<file path="src/rtl/lpsg_pkg.sv">
package lpsg_pkg;

  localparam int ANGLE_ITERATIONS_DEF = 16;

  localparam logic [29:0] ATAN_TAB [32] = '{
    30'd536870912, 30'd316933406, 30'd167458907, 30'd85004756, 30'd42667331,
    30'd21354465, 30'd10679838, 30'd5340245, 30'd2670163, 30'd1335087,
    30'd667544, 30'd333772, 30'd166886, 30'd83443, 30'd41722, 30'd20861,
    30'd10430, 30'd5215, 30'd2608, 30'd1304, 30'd652, 30'd326, 30'd163,
    30'd81, 30'd41, 30'd20, 30'd10, 30'd5, 30'd3, 30'd1, 30'd1, 30'd0
  };

  localparam logic signed [26:0] TURN_Q16     = 27'sd23592960;
  localparam logic signed [26:0] TWO_TURN_Q16 = 27'sd47185920;
  localparam logic signed [26:0] HALF_TURN_Q16 = 27'sd11796480;

  localparam logic [24:0] RECIP45_M = 25'd23860929;
  localparam logic [14:0] RECIP45_S = 15'd23301;

  localparam logic signed [32:0] QUARTER_BAM = 33'sd1073741824;
  localparam logic signed [32:0] HALF_BAM    = 33'sd2147483648;
  localparam logic signed [32:0] CORDIC_X0   = 33'sd652032874;

  localparam logic signed [33:0] ONE_Q30      = 34'sd1073741824;
  localparam logic signed [33:0] POLE_DEN_MIN = 34'sd64;
  localparam logic signed [65:0] ROUND_HALF   = 66'sd536870912;

  localparam logic signed [35:0] COL_OFFSET = 36'sd102656;
  localparam logic signed [35:0] ROW_OFFSET = 36'sd409856;
  localparam logic signed [23:0] OUT_MAX    = 24'sh7fffff;
  localparam logic signed [23:0] OUT_MIN    = 24'sh800000;

  localparam logic [23:0] GRID_SCALE_RST = 24'd639073;
  localparam logic [24:0] STD_LON_RST    = 25'd6881280;

  typedef enum logic {
    CFG_STD_LON    = 1'b0,
    CFG_GRID_SCALE = 1'b1
  } cfg_idx_t;

  typedef struct packed {
    logic signed [32:0] z;
    logic               neg;
  } ang_t;

  typedef struct packed {
    logic signed [32:0] s;
    logic signed [32:0] c;
  } sc_t;

  typedef struct packed {
    logic signed [32:0] sa;
    logic signed [32:0] ca;
    logic               pole;
    logic               big;
    logic               neg;
  } div_side_t;

endpackage

</file>
<file path="src/rtl/lpsg_cordic.sv">
module lpsg_cordic #(
  parameter int ITER = lpsg_pkg::ANGLE_ITERATIONS_DEF
) (
  input  logic           clk,
  input  logic           rst_n,
  input  logic           en,
  input  logic           vld_i,
  input  lpsg_pkg::ang_t ang_i,
  output logic           vld_o,
  output lpsg_pkg::sc_t  sc_o
);

  logic signed [32:0] x_r [ITER];
  logic signed [32:0] y_r [ITER];
  logic signed [32:0] z_r [ITER];
  logic               neg_r [ITER];
  logic               vld_r [ITER];
  logic               vld_out_r;
  lpsg_pkg::sc_t      sc_r;

  for (genvar k = 0; k < ITER; k++) begin : g_it
    logic signed [32:0] xp, yp, zp, at;
    logic np, vp;
    if (k == 0) begin : g_first
      assign xp = lpsg_pkg::CORDIC_X0;
      assign yp = '0;
      assign zp = ang_i.z;
      assign np = ang_i.neg;
      assign vp = vld_i;
    end else begin : g_next
      assign xp = x_r[k-1];
      assign yp = y_r[k-1];
      assign zp = z_r[k-1];
      assign np = neg_r[k-1];
      assign vp = vld_r[k-1];
    end
    assign at = $signed({3'b000, lpsg_pkg::ATAN_TAB[k]});

    always_ff @(posedge clk) begin
      if (!rst_n) begin
        vld_r[k] <= 1'b0;
      end else if (en) begin
        vld_r[k] <= vp;
      end
    end

    always_ff @(posedge clk) begin
      if (en) begin
        neg_r[k] <= np;
        if (zp >= 33'sd0) begin
          x_r[k] <= xp - (yp >>> k);
          y_r[k] <= yp + (xp >>> k);
          z_r[k] <= zp - at;
        end else begin
          x_r[k] <= xp + (yp >>> k);
          y_r[k] <= yp - (xp >>> k);
          z_r[k] <= zp + at;
        end
      end
    end
  end

  always_ff @(posedge clk) begin
    if (!rst_n) begin
      vld_out_r <= 1'b0;
    end else if (en) begin
      vld_out_r <= vld_r[ITER-1];
    end
  end

  always_ff @(posedge clk) begin
    if (en) begin
      sc_r.s <= neg_r[ITER-1] ? -y_r[ITER-1] : y_r[ITER-1];
      sc_r.c <= neg_r[ITER-1] ? -x_r[ITER-1] : x_r[ITER-1];
    end
  end

  assign vld_o = vld_out_r;
  assign sc_o  = sc_r;

`ifndef SYNTH
  a_cordic_x_bound: assert property (@(posedge clk) disable iff (!rst_n)
    vld_out_r |-> (sc_r.c < 33'sd1207959552) && (sc_r.c > -33'sd1207959552))
    else $error("cordic cosine out of bound");
`endif

endmodule

</file>
<file path="config.mk">
export PLATFORM = sky130hd
export DESIGN_NAME = lpsg_cordic
export DESIGN_NICKNAME = d
export VERILOG_FILES = /design/src/rtl/lpsg_pkg.sv /design/src/rtl/lpsg_cordic.sv
export SDC_FILE = /design/constraint.sdc
export NUM_CORES = 2
export LEC_CHECK = 0
export ABC_CLOCK_PERIOD_IN_PS = 6050
export BUFFER_PORTS_ARGS = -buffer_cell sky130_fd_sc_hd__buf_2
export CAP_MARGIN = 0
export CORE_MARGIN = 5
export CORE_UTILIZATION = 40
export CTS_BUF_LIST = sky130_fd_sc_hd__clkbuf_16
export DETAILED_ROUTE_END_ITERATION = 6
export PLACE_DENSITY = 0.6
export REMOVE_ABC_BUFFERS = 1
export SYNTH_ARGS = -nofsm -noshare
export SYNTH_HDL_FRONTEND = slang
export SYNTH_SLANG_ARGS = --single-unit
export TNS_END_PERCENT = 30
</file>
<file path="constraint.sdc">
create_clock -name clk -period 6.05 [get_ports clk]
set_input_delay 1.5125 -clock clk [delete_from_list [all_inputs] [get_ports clk]]
set_output_delay 1.5125 -clock clk [all_outputs]
set_load 0.05 [all_outputs]
</file>
==> impl_results.md <==
* Placed Area at 130000 µm²
* Drt pass-1 iters at 6
* Area Overhead vs Synth at 10.5%
* Final worst slack at 0.647 ns
* CP Class: reg -> reg
* DRT Wirelength at 310000 µm
* Slew HR at 0.254
* Residual DRC count at 0
* Share of cells above drive strength 1 at 0.0590
* Cells resized by post-CTS repair at 0
* CTS Hold Bufs at 0
* Sequential share of the synthesized area at 0.372
* Simple-Gate Fraction of Synth Area at 0.123
* Die width at 565 µm
* Synth Flop Type: edfxtp_1
* Clock sink count at 1527
* Post-route cell area at 136000 µm²
* First-pass GRT wire length at 495000 µm
* Syn_area_per_cell at 9.81 µm²
* Final Hold Viols at 0
* Crit Path Max Fanout at 8
* Outcome: complete, no violations
* Core area at 306000 µm²
* Final setup fails at 0
* Post-CTS Repair Setup Buffers at 0
* CTS H-tree depth at 4
* Routability cong. at 0.932
* Worst-Margin Slew at 1.11 ns
* CP arrival at 6.01 ns
* Clk root buf: clkbuf_16
* Max clock buf depth at 4
* Worst path required time at 6.66 ns
* Clk_skew at 0.0979 ns
* Global Route Usage Sum at 0.189
* Compound-Gate Fraction of Synth Area at 0.200
* Mapped Area at 123000 µm²
* Synth Area in XOR/XNOR at 0.132
* DIE HEIGHT at 565 µm
* Max Freq at 185 MHz
* Setup slack at placement at 0.0464 ns
* Setup crit start kind: register
* Clock-pin slew on the worst setup and hold paths at 0.06 ns
* Fin crit share at 0.893
* Yosys reg bits at 1527
* CTS tree: built
* Fin nets at 14300
* Initial Util at 0.402
* Die area at 319000 µm²
* # rows at 203
* Synthesis Warnings at 0
* Via count at 93800
* Largest family of logic cells by synthesized area: compound AO/OA/AOI/OAI gates
* Antenna violations before repair at 5
* Async SR Flop Fraction at 0
* Slew Limit Fails at 0
* Overflow after GRT at 0
* Initial DRC Count at 6452
* DR vias/cell at 5.47
* I/O pin count at 105
* DP HPWL at 246000 µm
* PortBufs at 104
* Unique masters post-synth at 89
* Worst Setup End Kind: register
* Wirelength per Cell at 18.1 µm
* Max Cap Viol at 0
* Antenna-violating nets left at 0
* HP Class: reg -> reg
* Vias in the first global route at 89700
* RSZ-0062 raised after global routing: false
* Largest net degree at the start of global routing at 139
* Mapped Cells at 12600
* Skew-Pair Late Insertion Delay at 0.89 ns
* Num CTS Buffers at 184
* Adder-cell area share of the yosys netlist at 0.145
* Fin crit period at 5.40 ns
* Mux contribution to synthesized area at 0.00824
* Number of synthesized flops with an enable pin at 1525
area by class of cell:
| class | instances | area, µm² |
|---|---|---|
| fill | 29400 | 170000 |
| multi-input combinational | 10400 | 74900 |
| sequential | 1527 | 45800 |
| tap | 4100 | 5130 |
| clock buffer | 185 | 4630 |
| timing repair buffer | 328 | 2340 |
| inverter | 478 | 1790 |
| clock inverter | 149 | 1570 |
| antenna | 2 | 5.00 |
routing by layer:
metal / routed length [µm] / up-vias / track usage
li1: - / 47600 / -
met1: 144000 / 44100 / 0.256
met2: 146000 / 1742 / 0.323
met3: 12200 / 397 / 0.0196
met4: 8170 / 0 / 0.0476
met5: 0 / - / 0
cell usage in the layout, fill, tap and decap left out, types with 103 or more instances in the layout:
| cell type | netlist | final |
|---|---|---|
| edfxtp_1 | 1525 | 1525 |
| ha_1 | 1355 | 1355 |
| a21oi_1 | 1307 | 1307 |
| xnor2_1 | 1252 | 1252 |
| nor2_1 | 992 | 992 |
| a21o_1 | 686 | 686 |
| o21ai_0 | 674 | 674 |
| nand2_1 | 680 | 670 |
| xor2_1 | 599 | 599 |
| inv_1 | 470 | 481 |
| nor3_1 | 252 | 252 |
| buf_4 | 0 | 214 |
| nand3_1 | 196 | 196 |
| o21a_1 | 194 | 194 |
| nand2b_1 | 186 | 186 |
| clkbuf_16 | 0 | 185 |
| o21bai_1 | 162 | 162 |
| o31ai_1 | 156 | 156 |
| nor2b_1 | 155 | 155 |
| and3_1 | 139 | 139 |
| a31oi_1 | 110 | 110 |
| buf_2 | 0 | 103 |
worst paths after layout:
check / depth (start not counted) / slack [ns] / endpoint / startpoint
setup / recovery: 17 / 0.65 / x_r[11][30] / y_r[1][77]
hold / removal: 0 / 0.39 / neg_r[5] / neg_r[4]
setup reg to reg: 17 / 0.65 / x_r[11][30] / y_r[1][77]
hold reg to reg: 0 / 0.39 / neg_r[5] / neg_r[4]
cell usage after synthesis (26+ instances only):
| master | instances | area [µm²] |
|---|---|---|
| inv_1 | 470 | 1760 |
| a21boi_0 | 39 | 293 |
| o21ai_1 | 38 | 190 |
| o31ai_1 | 156 | 1170 |
| o21bai_1 | 162 | 1220 |
| or4_1 | 43 | 323 |
| nand3_1 | 196 | 981 |
| nor2_1 | 992 | 3720 |
| nor3_1 | 252 | 1260 |
| buf_1 | 33 | 124 |
| and3_1 | 139 | 870 |
| nand2b_1 | 186 | 1160 |
| a21oi_1 | 1307 | 6540 |
| xor2_1 | 599 | 5250 |
| clkbuf_1 | 157 | 589 |
| o41ai_1 | 52 | 455 |
| nor3b_1 | 41 | 308 |
| o211ai_1 | 40 | 300 |
| fa_1 | 46 | 921 |
| xnor2_1 | 1252 | 11000 |
| and2_1 | 60 | 375 |
| mux2i_1 | 61 | 611 |
| or3_1 | 90 | 563 |
| and4_1 | 29 | 254 |
| nand2_1 | 680 | 2550 |
| a211oi_1 | 96 | 721 |
| or2_2 | 51 | 319 |
| nor4_1 | 96 | 601 |
| edfxtp_1 | 1525 | 45800 |
| nand4_1 | 77 | 482 |
| a2111oi_0 | 26 | 228 |
| o21a_1 | 194 | 1460 |
| o21ai_0 | 674 | 3370 |
| a41oi_1 | 28 | 245 |
| a31oi_1 | 110 | 688 |
| ha_1 | 1355 | 17000 |
| mux2_2 | 36 | 405 |
| nor2b_1 | 155 | 970 |
| a21o_1 | 686 | 5150 |
registers in the layout, indices dropped and copies added (netlist names):
signal / flops
x_r: 470
neg_r: 16
vld_o: 1
y_r: 496
sc_o: 66
vld_r: 16
z_r: 462
stage by stage:
stage	hold slack, ns	TNS [ns]	std cells	utilization
3_3_place_gp	0.400	0	16800	0.425
2_1_floorplan	0.400	-28.05	12400	-
6_report	0.388	0	17100	0.445
3_5_place_dp	0.405	0	16800	0.425
5_1_grt	0.408	0	17100	0.445
4_1_cts	0.384	0	17100	0.445
logic make-up (layout without fill, tap and decap cells):
kind of cell / Yosys count / in the layout
muxes: 97 / 97
xor gates and xnor gates: 1851 / 1851
adders and majority gates: 1401 / 1401
and+or+nand+nor: 3141 / 3141
AOI/OAI and AO/OA: 3884 / 3884
DFF: 1527 / 1527
other: 0 / 2
buffers and inverters: 668 / 1140
critical path, cell delays in order (launching register included):
cell	delay (ns)
edfxtp_1	0.51
nor3_1	0.48
nor3b_1	0.33
nand2b_1	0.13
nor3_1	0.68
nor2_1	0.12
xor2_1	0.18
ha_1	0.40
o21a_1	0.20
a2111oi_0	0.61
o21a_1	0.23
a21oi_1	0.10
a31o_2	0.30
o41ai_2	0.31
o21ai_1	0.16
a21o_1	0.19
a21oi_1	0.17
xnor2_1	0.08
Power is not shown: default switching activity piles up to over one toggle a cycle in this logic, so the estimate is an artifact.
